==> config.mk <==
export PLATFORM = sky130hd
export DESIGN_NAME = aging_priority_queue_core
export DESIGN_NICKNAME = d
export VERILOG_FILES = /design/src/rtl/core/apq_pkg.sv /design/src/rtl/core/aging_priority_queue_core.sv /design/src/rtl/core/apq_cell.sv
export SDC_FILE = /design/constraint.sdc
export NUM_CORES = 2
export LEC_CHECK = 0
export BUFFER_PORTS_ARGS = -buffer_cell sky130_fd_sc_hd__buf_4
export CORE_UTILIZATION = 30
export DETAILED_ROUTE_END_ITERATION = 10
export GPL_ROUTABILITY_DRIVEN = 0
export GPL_TIMING_DRIVEN = 1
export HOLD_SLACK_MARGIN = 0.15
export RECOVER_POWER = 50
export REMOVE_ABC_BUFFERS = 1
export SETUP_SLACK_MARGIN = 0.05
export SLEW_MARGIN = 25
export SYNTH_ARGS = -nofsm -noshare
export SYNTH_HDL_FRONTEND = slang
export SYNTH_SLANG_ARGS = --single-unit
==> constraint.sdc <==
create_clock -name clk -period 5.85 [get_ports clk]
set_input_delay 0.585 -clock clk [delete_from_list [all_inputs] [get_ports clk]]
set_output_delay 0.585 -clock clk [all_outputs]
set_load 0.01 [all_outputs]
==> src/rtl/core/apq_pkg.sv <==
`timescale 1ns / 1ps
package apq_pkg;

  // Field widths
  localparam int unsigned ID_W    = 16;
  localparam int unsigned PRI_W   = 2;
  localparam int unsigned WAIT_W  = 16;
  localparam int unsigned INC_W   = 12;
  localparam int unsigned OCC_W   = 5;
  localparam int unsigned MODE_W  = 2;
  localparam int unsigned THR_W   = 16;
  localparam int unsigned CFG_IDX_W = 1;

  // Default queue depth
  localparam int unsigned QUEUE_DEPTH_DEF = 16;

  // Request modes
  localparam logic [MODE_W-1:0] MODE_INSERT = 2'd0;
  localparam logic [MODE_W-1:0] MODE_REMOVE = 2'd1;
  localparam logic [MODE_W-1:0] MODE_TICK   = 2'd2;

  // Priority levels
  localparam logic [PRI_W-1:0] PRI_NONE = 2'd0;
  localparam logic [PRI_W-1:0] PRI_LOW  = 2'd1;
  localparam logic [PRI_W-1:0] PRI_MID  = 2'd2;
  localparam logic [PRI_W-1:0] PRI_HIGH = 2'd3;

  // Configuration register indexes and reset values
  localparam logic [CFG_IDX_W-1:0] CFG_LOW_THR = 1'd0;
  localparam logic [CFG_IDX_W-1:0] CFG_MID_THR = 1'd1;
  localparam logic [THR_W-1:0] LOW_THR_RST = 16'd32;
  localparam logic [THR_W-1:0] MID_THR_RST = 16'd96;

  // One queued job
  typedef struct packed {
    logic [ID_W-1:0]   id;
    logic [PRI_W-1:0]  pri;
    logic [WAIT_W-1:0] wait_val;
  } cell_data_t;

  // Command broadcast to every cell
  typedef struct packed {
    logic              insert;
    logic              remove;
    logic              tick;
    logic [ID_W-1:0]   id;
    logic [PRI_W-1:0]  pri;
    logic [INC_W-1:0]  inc;
    logic [THR_W-1:0]  low_thr;
    logic [THR_W-1:0]  mid_thr;
    logic [PRI_W-1:0]  max_pri;
  } cell_cmd_t;

endpackage

==> src/rtl/core/aging_priority_queue_core.sv <==
`timescale 1ns / 1ps
// Priority queue of jobs with three levels and aging.
// Input channel (in_valid / in_stall): one request per item, in_mode selects
// insert (job id and priority), remove (highest priority, oldest first) or
// tick (add in_wait_increment to every queued job, then promote by one level
// against the two thresholds).
// Result channel (out_valid / out_stall): one result per request, carrying
// the removed job, job_valid, rejected and the occupancy after the request.
// Config channel (cfg_valid / cfg_ready): cfg_index 0 writes the low
// promotion threshold, 1 the mid threshold; write only while idle.
// Timing: a request is taken into the request register, the cell row
// executes it once the result register is free, and the result register
// then shows it. One request is held at a time, so no new request is taken
// until the held one has executed; the request register is the limit.
// Reset empties the queue at once (valid bits per cell) and restores the
// thresholds to 32 and 96. While the receiver stalls, the result register
// holds; a request already taken waits in the request register and in_stall
// stays high until the result register frees.
module aging_priority_queue_core
  import apq_pkg::*;
#(
  parameter int unsigned QUEUE_DEPTH = QUEUE_DEPTH_DEF
) (
  input  logic                 clk,
  input  logic                 rst_n,
  input  logic                 in_valid,
  output logic                 in_stall,
  input  logic [MODE_W-1:0]    in_mode,
  input  logic [ID_W-1:0]      in_job_id,
  input  logic [PRI_W-1:0]     in_job_priority,
  input  logic [INC_W-1:0]     in_wait_increment,
  output logic                 out_valid,
  input  logic                 out_stall,
  output logic [ID_W-1:0]      out_job_id,
  output logic [PRI_W-1:0]     out_priority,
  output logic [WAIT_W-1:0]    out_wait,
  output logic                 out_job_valid,
  output logic                 out_rejected,
  output logic [OCC_W-1:0]     out_occupancy,
  input  logic                 cfg_valid,
  output logic                 cfg_ready,
  input  logic [CFG_IDX_W-1:0] cfg_index,
  input  logic [THR_W-1:0]     cfg_data
);

  localparam int unsigned CNT_W = $clog2(QUEUE_DEPTH + 1);

  // Request register
  logic              busy_r, busy_nxt;
  logic [MODE_W-1:0] mode_r;
  logic [ID_W-1:0]   id_r;
  logic [PRI_W-1:0]  pri_r;
  logic [INC_W-1:0]  inc_r;

  // Thresholds and count
  logic [THR_W-1:0] low_thr_r, low_thr_nxt;
  logic [THR_W-1:0] mid_thr_r, mid_thr_nxt;
  logic [CNT_W-1:0] count_r, count_nxt;

  // Result register
  logic              out_valid_r, out_valid_nxt;
  cell_data_t        res_data_r, res_data_nxt;
  logic              res_job_valid_r, res_job_valid_nxt;
  logic              res_rej_r, res_rej_nxt;
  logic [OCC_W-1:0]  res_occ_r, res_occ_nxt;

  // Cell row
  cell_cmd_t  cmd;
  logic       cell_valid [QUEUE_DEPTH];
  cell_data_t cell_data  [QUEUE_DEPTH];
  logic       cell_found [QUEUE_DEPTH];
  logic       cell_sel   [QUEUE_DEPTH];

  logic       accept, fire, full, empty, any_high, any_mid;
  cell_data_t sel_data;

  assign accept    = in_valid && !in_stall;
  assign in_stall  = busy_r;
  assign fire      = busy_r && (!out_valid_r || !out_stall);
  assign full      = cell_valid[QUEUE_DEPTH-1];
  assign empty     = !cell_valid[0];
  assign cfg_ready = 1'b1;

  // Find the top priority present and mux out the selected job
  always_comb begin
    any_high = 1'b0;
    any_mid  = 1'b0;
    sel_data = '0;
    for (int i = 0; i < QUEUE_DEPTH; i++) begin
      any_high = any_high | (cell_valid[i] && cell_data[i].pri == PRI_HIGH);
      any_mid  = any_mid  | (cell_valid[i] && cell_data[i].pri == PRI_MID);
      sel_data = sel_data | (cell_sel[i] ? cell_data[i] : '0);
    end
  end

  // Broadcast the command
  always_comb begin
    cmd         = '0;
    cmd.id      = id_r;
    cmd.pri     = pri_r;
    cmd.inc     = inc_r;
    cmd.low_thr = low_thr_r;
    cmd.mid_thr = mid_thr_r;
    cmd.max_pri = any_high ? PRI_HIGH : (any_mid ? PRI_MID : PRI_LOW);
    if (fire) begin
      unique case (mode_r)
        MODE_INSERT: cmd.insert = 1'b1;
        MODE_REMOVE: cmd.remove = 1'b1;
        MODE_TICK:   cmd.tick   = 1'b1;
        default:     ;
      endcase
    end
  end

  for (genvar g = 0; g < QUEUE_DEPTH; g++) begin : g_cell
    logic       prev_valid, found_in, next_valid;
    cell_data_t next_data;
    if (g == 0) begin : g_head
      assign prev_valid = 1'b1;
      assign found_in   = 1'b0;
    end else begin : g_body
      assign prev_valid = cell_valid[g-1];
      assign found_in   = cell_found[g-1];
    end
    if (g == QUEUE_DEPTH - 1) begin : g_tail
      assign next_valid = 1'b0;
      assign next_data  = '0;
    end else begin : g_inner
      assign next_valid = cell_valid[g+1];
      assign next_data  = cell_data[g+1];
    end
    apq_cell u_cell (
      .clk        (clk),
      .rst_n      (rst_n),
      .cmd        (cmd),
      .prev_valid (prev_valid),
      .found_in   (found_in),
      .next_valid (next_valid),
      .next_data  (next_data),
      .valid      (cell_valid[g]),
      .data       (cell_data[g]),
      .found_out  (cell_found[g]),
      .sel        (cell_sel[g])
    );
  end

  // Build the result and the new count
  always_comb begin
    count_nxt         = count_r;
    res_data_nxt      = res_data_r;
    res_job_valid_nxt = res_job_valid_r;
    res_rej_nxt       = res_rej_r;
    res_occ_nxt       = res_occ_r;
    if (fire) begin
      res_data_nxt      = '0;
      res_job_valid_nxt = 1'b0;
      res_rej_nxt       = 1'b0;
      unique case (mode_r)
        MODE_INSERT: begin
          if (full) begin
            res_rej_nxt = 1'b1;
          end else begin
            count_nxt = count_r + CNT_W'(1);
          end
        end
        MODE_REMOVE: begin
          if (empty) begin
            res_rej_nxt = 1'b1;
          end else begin
            count_nxt         = count_r - CNT_W'(1);
            res_data_nxt      = sel_data;
            res_job_valid_nxt = 1'b1;
          end
        end
        default: ;
      endcase
      res_occ_nxt = OCC_W'(count_nxt);
    end
  end

  // Hold the result until taken and track the pending request
  always_comb begin
    out_valid_nxt = out_valid_r;
    if (fire) begin
      out_valid_nxt = 1'b1;
    end else if (!out_stall) begin
      out_valid_nxt = 1'b0;
    end
    busy_nxt = busy_r;
    if (accept) begin
      busy_nxt = 1'b1;
    end else if (fire) begin
      busy_nxt = 1'b0;
    end
  end

  // Decode configuration writes
  always_comb begin
    low_thr_nxt = low_thr_r;
    mid_thr_nxt = mid_thr_r;
    if (cfg_valid && cfg_ready) begin
      unique case (cfg_index)
        CFG_LOW_THR: low_thr_nxt = cfg_data;
        CFG_MID_THR: mid_thr_nxt = cfg_data;
        default:     ;
      endcase
    end
  end

  always_ff @(posedge clk) begin
    if (!rst_n) begin
      busy_r      <= 1'b0;
      out_valid_r <= 1'b0;
      count_r     <= '0;
      low_thr_r   <= LOW_THR_RST;
      mid_thr_r   <= MID_THR_RST;
    end else begin
      busy_r      <= busy_nxt;
      out_valid_r <= out_valid_nxt;
      count_r     <= count_nxt;
      low_thr_r   <= low_thr_nxt;
      mid_thr_r   <= mid_thr_nxt;
    end
  end

  // Capture the request and the result payload
  always_ff @(posedge clk) begin
    if (accept) begin
      mode_r <= in_mode;
      id_r   <= in_job_id;
      pri_r  <= in_job_priority;
      inc_r  <= in_wait_increment;
    end
    res_data_r      <= res_data_nxt;
    res_job_valid_r <= res_job_valid_nxt;
    res_rej_r       <= res_rej_nxt;
    res_occ_r       <= res_occ_nxt;
  end

  assign out_valid     = out_valid_r;
  assign out_job_id    = res_data_r.id;
  assign out_priority  = res_data_r.pri;
  assign out_wait      = res_data_r.wait_val;
  assign out_job_valid = res_job_valid_r;
  assign out_rejected  = res_rej_r;
  assign out_occupancy = res_occ_r;

endmodule

==> src/rtl/core/apq_cell.sv <==
`timescale 1ns / 1ps
module apq_cell
  import apq_pkg::*;
(
  input  logic       clk,
  input  logic       rst_n,
  input  cell_cmd_t  cmd,
  input  logic       prev_valid,
  input  logic       found_in,
  input  logic       next_valid,
  input  cell_data_t next_data,
  output logic       valid,
  output cell_data_t data,
  output logic       found_out,
  output logic       sel
);

  logic       valid_r, valid_nxt;
  cell_data_t data_r, data_nxt;
  logic       match;
  logic [WAIT_W:0]   sum;
  logic [WAIT_W-1:0] wait_sat;

  // Pick the oldest job at the top priority
  assign match     = valid_r && (data_r.pri == cmd.max_pri);
  assign sel       = match && !found_in;
  assign found_out = found_in || match;

  // Age with saturation
  assign sum      = {1'b0, data_r.wait_val} + {{(WAIT_W + 1 - INC_W){1'b0}}, cmd.inc};
  assign wait_sat = sum[WAIT_W] ? {WAIT_W{1'b1}} : sum[WAIT_W-1:0];

  always_comb begin
    valid_nxt = valid_r;
    data_nxt  = data_r;
    if (cmd.insert) begin
      // Load the first empty cell
      if (!valid_r && prev_valid) begin
        valid_nxt        = 1'b1;
        data_nxt.id      = cmd.id;
        data_nxt.pri     = (cmd.pri == PRI_NONE) ? PRI_LOW : cmd.pri;
        data_nxt.wait_val = '0;
      end
    end else if (cmd.remove) begin
      // Close the gap: take the right neighbor from the removed job onward
      if (found_out) begin
        valid_nxt = next_valid;
        data_nxt  = next_data;
      end
    end else if (cmd.tick) begin
      if (valid_r) begin
        data_nxt.wait_val = wait_sat;
        if (data_r.pri == PRI_LOW && wait_sat >= cmd.low_thr) begin
          data_nxt.pri = PRI_MID;
        end else if (data_r.pri == PRI_MID && wait_sat >= cmd.mid_thr) begin
          data_nxt.pri = PRI_HIGH;
        end
      end
    end
  end

  always_ff @(posedge clk) begin
    if (!rst_n) begin
      valid_r <= 1'b0;
    end else begin
      valid_r <= valid_nxt;
    end
  end

  always_ff @(posedge clk) begin
    data_r <= data_nxt;
  end

  assign valid = valid_r;
  assign data  = data_r;

endmodule

; Word-level counts from Yosys, hierarchy flattened
; Index checks and enable logic that the tools add are counted.
[totals]
reg_bits = 672
output_inout_bits = 44
elab_cells = 797
[op_classes]
addsub = 18
order_cmp = 32
eq_ne = 99
n_mux = 257
bitwise_logic = 46
n_reduce_logical = 266
[ops]
columns = op, count
row1 = $mux W34, 64
row2 = $mux W18, 48
row3 = $ge A16 B16 Y1, 32
row4 = $mux W16, 32
row5 = $or A34 B34 Y34, 15
row6 = $add A16 B12 Y17, 16
row7 = $logic_and A1 B1 Y1, 112
row8 = $reduce_and A5 Y1, 16
row9 = $mux W1, 73
row10 = $mux W2, 35
row11 = $eq A2 B2 Y1 const B, 33
row12 = $reduce_and A4 Y1, 16
row13 = $reduce_bool A4 Y1, 16
row14 = $reduce_bool A3 Y1, 17
row15 = $ne A3 B1 Y1 const B, 16
row16 = $reduce_and A3 Y1, 16
row17 = $reduce_bool A2 Y1, 18
row18 = $eq A2 B1 Y1 const B, 17
row19 = $logic_not A1 Y1, 33
row20 = $eq A2 B2 Y1, 16
row21 = $ne A2 B1 Y1 const B, 16
row22 = $or A1 B1 Y1, 30
row23 = $logic_or A1 B1 Y1, 16
row24 = $mux W5, 2
row25 = other kinds (9), 13

; Longest topological paths before layout
[logic_depth]
word_depth = 39
mapped_depth = 26
depth_no_buf = 25

; Hierarchy
; From an unflattened synthesis, not the netlist that was laid out.
[hier_totals]
hier_cells = 6021
hier_area_um2 = 56591.8
[by_module_without_submodules]
columns = module, instances, cells_per_inst, area_per_inst_um2
row1 = apq_cell at g_cell[0].u_cell ..., 8, 330, 3108.0
row2 = apq_cell at g_cell[3].u_cell ..., 7, 331, 3067.9
row3 = aging_priority_queue_core, 1, 733, 7158.1
row4 = apq_cell at g_cell[2].u_cell, 1, 331, 3094.2

; Worst setup path before layout
; OpenSTA, ideal clock, no wires.
[synth_path]
path_kind = register -> register
from = register inc_r[1]
to = register g_cell[15].u_cell.data_r, in the netlist g_cell[15].u_cell.data[16], enable pin
setup_time_ns = 0.252
arrival_time_ns = 5.473
setup_slack_ns = 0.125
stages_incl_launch_ff = 25
synth_period_minus_slack_ns = 5.725
cell_sequence = edfxtp_1 inv_1 fa_1 nor2b_1 o21ai_0 a21boi_0 o21ai_0 a21boi_0 o21bai_1 a31o_2 or2_2 clkbuf_1 clkbuf_1 nand2_1 ha_1 a21o_1 a21o_1 a21o_1 a21o_1 a21o_1 a21o_1 a21oi_1 o2111ai_1 and3_1 o31a_1
[synth_via]
elab_chain_len = 6
elab_cells_between_ends = 8
classes_between = add/sub (1) / order compare (2) / mux (1) / reduce/logical (4)
[synth_lines]
columns = element, line
row1 = "start, declared", aging_priority_queue_core.sv:53  ; logic [INC_W-1:0] inc_r;
row2 = "start signal, assigned", aging_priority_queue_core.sv:232  ; inc_r <= in_wait_increment;
row3 = $add A16 B12 Y17 *, apq_cell.sv:30  ; assign sum = {1'b0, data_r.wait_val} + {{(WAIT_W + 1 - INC_W){1'b0}}, cmd.inc};
row4 = $mux W16 *, apq_cell.sv:31  ; assign wait_sat = sum[WAIT_W] ? {WAIT_W{1'b1}} : sum[WAIT_W-1:0];
row5 = named net g_cell[15].u_cell.wait_sat[1], apq_cell.sv:22  ; logic [WAIT_W-1:0] wait_sat;
row6 = $ge A16 B16 Y1 (on tied branches), "apq_cell.sv:55, apq_cell.sv:53"
row7 = $logic_and A1 B1 Y1 (on tied branches), "apq_cell.sv:55, apq_cell.sv:53"
row8 = $reduce_bool A4 Y1 (no source line) *, -
row9 = $reduce_and A5 Y1 (no source line) *, -
row10 = "end signal, assigned", apq_cell.sv:71  ; data_r <= data_nxt;
row11 = "end, declared", apq_cell.sv:19  ; cell_data_t data_r, data_nxt;
; The timed path passes the listed nets; every way through them passes the cells marked *.
; A chain may end at the register's enable or synchronous reset.

; Worst setup path after layout
[layout_path]
from = register g_cell[4].u_cell.data_r, in the netlist g_cell[4].u_cell.data[16]
to = register res_data_r, in the netlist out_wait[11], data pin
[layout_via]
elab_chain_len = 36
elab_cells_between_ends = 137
classes_between = eq/ne (18) / mux (18) / bitwise (39) / reduce/logical (62)
[layout_lines]
columns = element, line
row1 = "start, declared", apq_cell.sv:19
row2 = "start signal, assigned", apq_cell.sv:71
row3 = $eq A2 B2 Y1, aging_priority_queue_core.sv:91  ; any_mid = any_mid | (cell_valid[i] && cell_data[i].pri == PRI_MID);
row4 = $logic_and A1 B1 Y1, aging_priority_queue_core.sv:91
row5 = $or A1 B1 Y1 (12 in a row), aging_priority_queue_core.sv:91
row6 = $mux W2 (2 in a row), aging_priority_queue_core.sv:104  ; cmd.max_pri = any_high ? PRI_HIGH : (any_mid ? PRI_MID : PRI_LOW);
row7 = $eq A2 B2 Y1, apq_cell.sv:25  ; assign match = valid_r && (data_r.pri == cmd.max_pri);
row8 = $logic_and A1 B1 Y1, apq_cell.sv:25
row9 = $logic_not A1 Y1 or $logic_or A1 B1 Y1 (tied branches), "apq_cell.sv:26, apq_cell.sv:27"
row10 = $logic_and A1 B1 Y1 (tied with other cells), apq_cell.sv:26  ; assign sel = match && !found_in;
row11 = $mux W34 (tied with other cells), aging_priority_queue_core.sv:92  ; sel_data = sel_data | (cell_sel[i] ? cell_data[i] : '0);
row12 = $or A34 B34 Y34 (tied with other cells) (13 in a row), aging_priority_queue_core.sv:92
row13 = $or A34 B34 Y34 or $mux W34 (tied branches), aging_priority_queue_core.sv:92
row14 = $or A34 B34 Y34 *, aging_priority_queue_core.sv:92
row15 = "end signal, assigned", aging_priority_queue_core.sv:234  ; res_data_r <= res_data_nxt;
row16 = "end, declared", aging_priority_queue_core.sv:62  ; cell_data_t res_data_r, res_data_nxt;
; Mark *: on every way between the ends. The rest lies on a longest branch, timed or not.

==> results_dict.tcl <==
set metrics [dict create \
    status "finished with violations" \
    violations "capacitance limit, slew limit" \
    r2r_setup_slack_ns 0.08 \
    rsz0062_at_grt "false" \
    final-hold-violation-count 0 \
    row_count 153 \
    drive_above_1_share_pct 10.51 \
    slowest_stage "nor4_4" \
    htree_levels 3 \
    critPathCaptureType "flop" \
    fill_cells 17620 \
    ff_latch_area_sq_um 19630 \
    grt_first_pass_wirelength_microns 306900 \
    finalSetupViolCount 0 \
    design.die.area_sq_um 177800 \
    worstPathRequired_ns 6.30 \
    yosys_warnings 0 \
    multi_input_area_sq_um 31510 \
    pin_count 98 \
    cts.clk_slew.worst_paths_ns 0.07 \
    fin_hold_ws_ns 0.2656 \
    synthCells 5572 \
    postRouteAntennaNets 0 \
    worst_setup_path_start_kind "flop" \
    crit_buf_inv 3 \
    cts-buffers-inserted 78 \
    worstRegToRegCells 14 \
    wirelength_microns 211700 \
    critical_path.max_fanout 37 \
    crit_top_cell "nor3_4" \
    cap_violations 7 \
    synth-edff-count 617 \
    fin_crit_ns 5.768 \
    r2r-end "out_wait[11]$_SDFFCE_PN0P_" \
    fmax_mhz 173.4 \
    vias_per_cell 5.940 \
    clock_sinks 672 \
    synth_area_sq_um 52850 \
    worstPathCellList "nand2b_1, a2bb2oi_1, nand2_1, nor4_4, nor3_1, a221o_1, buf_12, nor3_4, nand3_4, nor3_4, buf_4, a222oi_1, buf_2, a31oi_1" \
    wire_per_inst_microns 26.08 \
    die_x_microns 421.7 \
    cpLargestDelayFamily "simple AND/OR/NAND/NOR gates" \
    place_hpwl_microns 149400 \
    hp-class "in2reg" \
    area_growth_pct 14.18 \
    fin_nets 6498 \
    worst_slew_pin_slew_ns 3.873 \
    clock_path_buffers 3 \
    slew_headroom_pct -158.2 \
    overflow 0 \
    vias 48220 \
    clock_latency_ns 0.74 \
    path_depth 14 \
    avgSynthCellArea_sq_um 9.484 \
    coreArea_sq_um 174400 \
    initial_core_util_pct 30.30 \
    remaining_drc_errors 0 \
    die_h_microns 421.7 \
    p_leak_nw 24.89 \
    port_buffers 96 \
    clockRootBuffer "clkbuf_16" \
    synth_ff_type "edfxtp_1" \
    maxSlewViolCount 224 \
    drtIter0Drc 6060 \
    ys_types 88 \
    power.density_nw_per_um2 239.4 \
    finalCritPeriodShare_pct 98.61 \
    hold_start "cfg_index" \
    timing.rr.start "g_cell[4].u_cell.data[16]$_DFFE_PP_" \
    grt_max_degree 228 \
    dr.pass1.iters 8 \
    synthArstFlopShare_pct 0 \
    holdPathEnd "low_thr_r[13]$_SDFFE_PN0P_" \
    first_global_vias 46430 \
    peakVddDrop_v 0.0002260 \
    ys_ff_latch 672 \
    path_class "reg2reg" \
    grt_usage_pct 23.08 \
    slowest_delay_ns 0.70 \
    cts_tree "built" \
    antenna_found_initial 5 \
    fin_worst_skew_ns 0.05652 \
    arrival_ns 6.22 \
    fin_util_pct 34.60 \
    hold_path_depth 4 \
    seq_area_frac_synth_pct 37.14 \
]
==> flip-flops by register name (all words and copies together) (netlist names) <==
register             flops
pri_r                    2
out_rejected             1
out_wait                16
g_cell.u_cell.data     544
in_stall                 1
out_job_valid            1
out_priority             2
mid_thr_r               16
inc_r                   12
mode_r                   2
out_occupancy            5
low_thr_r               16
out_job_id              16
count_r                  5
g_cell.u_cell.valid     16
id_r                    16
out_valid                1
==> layout by cell type (no fill, tap or decap), types with 119 or more instances in the layout <==
cell type and instances:
a21oi_1 502, ha_1 706, a21o_1 476, o21ai_0 202, nor3_1 152, buf_4 213, nand3_1 124, edfxtp_1 617
or2_2 119, inv_1 197, a31oi_1 146, nand2_1 424, nor2_1 397
==> power by group <==
part | internal (mW) | total, mW | switching, mW
clock network | 2.91 | 5.23 | 2.32
registers | 5.44 | 5.57 | 0.132
logic | 1.43 | 3.64 | 2.21
==> per-stage QoR <==
| stage | power (mW) | instances | setup TNS, ns | cell area [sq um] | worst slack (ns) |
|---|---|---|---|---|---|
| after floorplan | 8.001 | 5275 | -3895.49 | 51620 | -6.506 |
| after global placement | 9.046 | 7909 | -0.5331 | 57180 | -0.2287 |
| after detailed placement | 9.152 | 7909 | -0.5143 | 57190 | -0.1114 |
| after CTS | 14.40 | 8104 | 0 | 60390 | 0.05392 |
| after global routing | 15.02 | 8112 | 0 | 60330 | 0.01001 |
| final | 14.44 | 8118 | 0 | 60340 | 0.08151 |
==> cell families (layout without fill, tap and decap cells) <==
logic type,after synthesis,count (layout),share of synthesized area (%)
other cells,1,7,0.007096
buf+inv,512,727,3.855
mux,32,32,0.6748
fa+ha+maj,722,722,17.32
flops,672,672,37.14
xor+xnor,135,135,2.237
compound gates,1913,1913,24.23
simple gates,1585,1585,14.53
==> routing by layer <==
| metal | part of all wire, % | vias to the layer above | track usage [%] |
|---|---|---|---|
| met5 | 0.0061 | - | 0 |
| met4 | 6.4 | 2 | 13.71 |
| met3 | 11 | 586 | 4.980 |
| met2 | 42 | 2809 | 34.17 |
| met1 | 41 | 23450 | 30.71 |
| li1 | - | 21370 | - |
==> cell type report <==
cell class,count,area share (%)
repair buffers,367,4.622
diodes,6,0.02488
clock inverters,54,0.9932
inverters,215,1.337
well taps,2325,4.821
flip-flops and latches,672,32.53
clock buffers,91,3.450
multi-input cells,4388,52.22
==> how the worst max path moves through the flow <==
stage	from	slack, ns	end
2_1_floorplan	out_stall	-6.51	g_cell[14].u_cell.data[16]$_DFFE_PP_
3_3_place_gp	inc_r[0]$_DFFE_PP_	-0.23	g_cell[2].u_cell.data[17]$_DFFE_PP_
3_5_place_dp	inc_r[0]$_DFFE_PP_	-0.11	g_cell[3].u_cell.data[16]$_DFFE_PP_
4_1_cts	inc_r[2]$_DFFE_PP_	0.05	g_cell[1].u_cell.data[17]$_DFFE_PP_
5_1_grt	inc_r[0]$_DFFE_PP_	0.01	g_cell[3].u_cell.data[16]$_DFFE_PP_
6_report	g_cell[4].u_cell.data[16]$_DFFE_PP_	0.08	out_wait[11]$_SDFFCE_PN0P_
==> tightest hold or removal path, cell delays in order <==
cell and delay (ns):
buf_4 0.09, nor2b_1 0.10, nand2_1 0.09, a21oi_1 0.05
==> synth_stat cells (all sizes together), types with 24 or more instances <==
cell type  count  area, sq um
edfxtp       617        18530
dfxtp         55         1101
o31ai         33        252.7
buf           58        332.8
o21a          37        277.8
and3          44        275.3
nand2        425         1598
nand3        126        643.1
mux2          29        326.6
nand2b        79        494.2
a21oi        512         2562
nand4         28        175.2
xnor2         79        691.9
a21boi        54        405.4
a211oi        37        277.8
inv          213        799.5
a222oi        32        320.3
nor2         409         1543
a221oi        75        656.9
xor2          56        490.5
ha           706         8833
or3           24        155.1
o21ai        216         1081
a32oi         34        297.8
a22o          44        385.4
and2          44        275.3
or2          119        744.5
clkbuf       239        897.1
a211o         49        429.2
a31oi        148        925.9
nor2b         77        481.7
nor3         161        859.6
o22ai         40        250.2
a21o         476         3573
==> repair_timing <==
| action | 4_1_cts | 5_1_grt |
|---|---|---|
| buffers inserted | 0 | 6 |
| cloned | 0 | 0 |
| endpoints found under the setup margin | 10 | 40 |
| hold buffers | 50 | 0 |
| pin swaps | 0 | 12 |
| resized for setup | 6 | 68 |
| hold endpoints to repair | 66 | 0 |
Note: power is estimated with default switching activity, not from simulation.
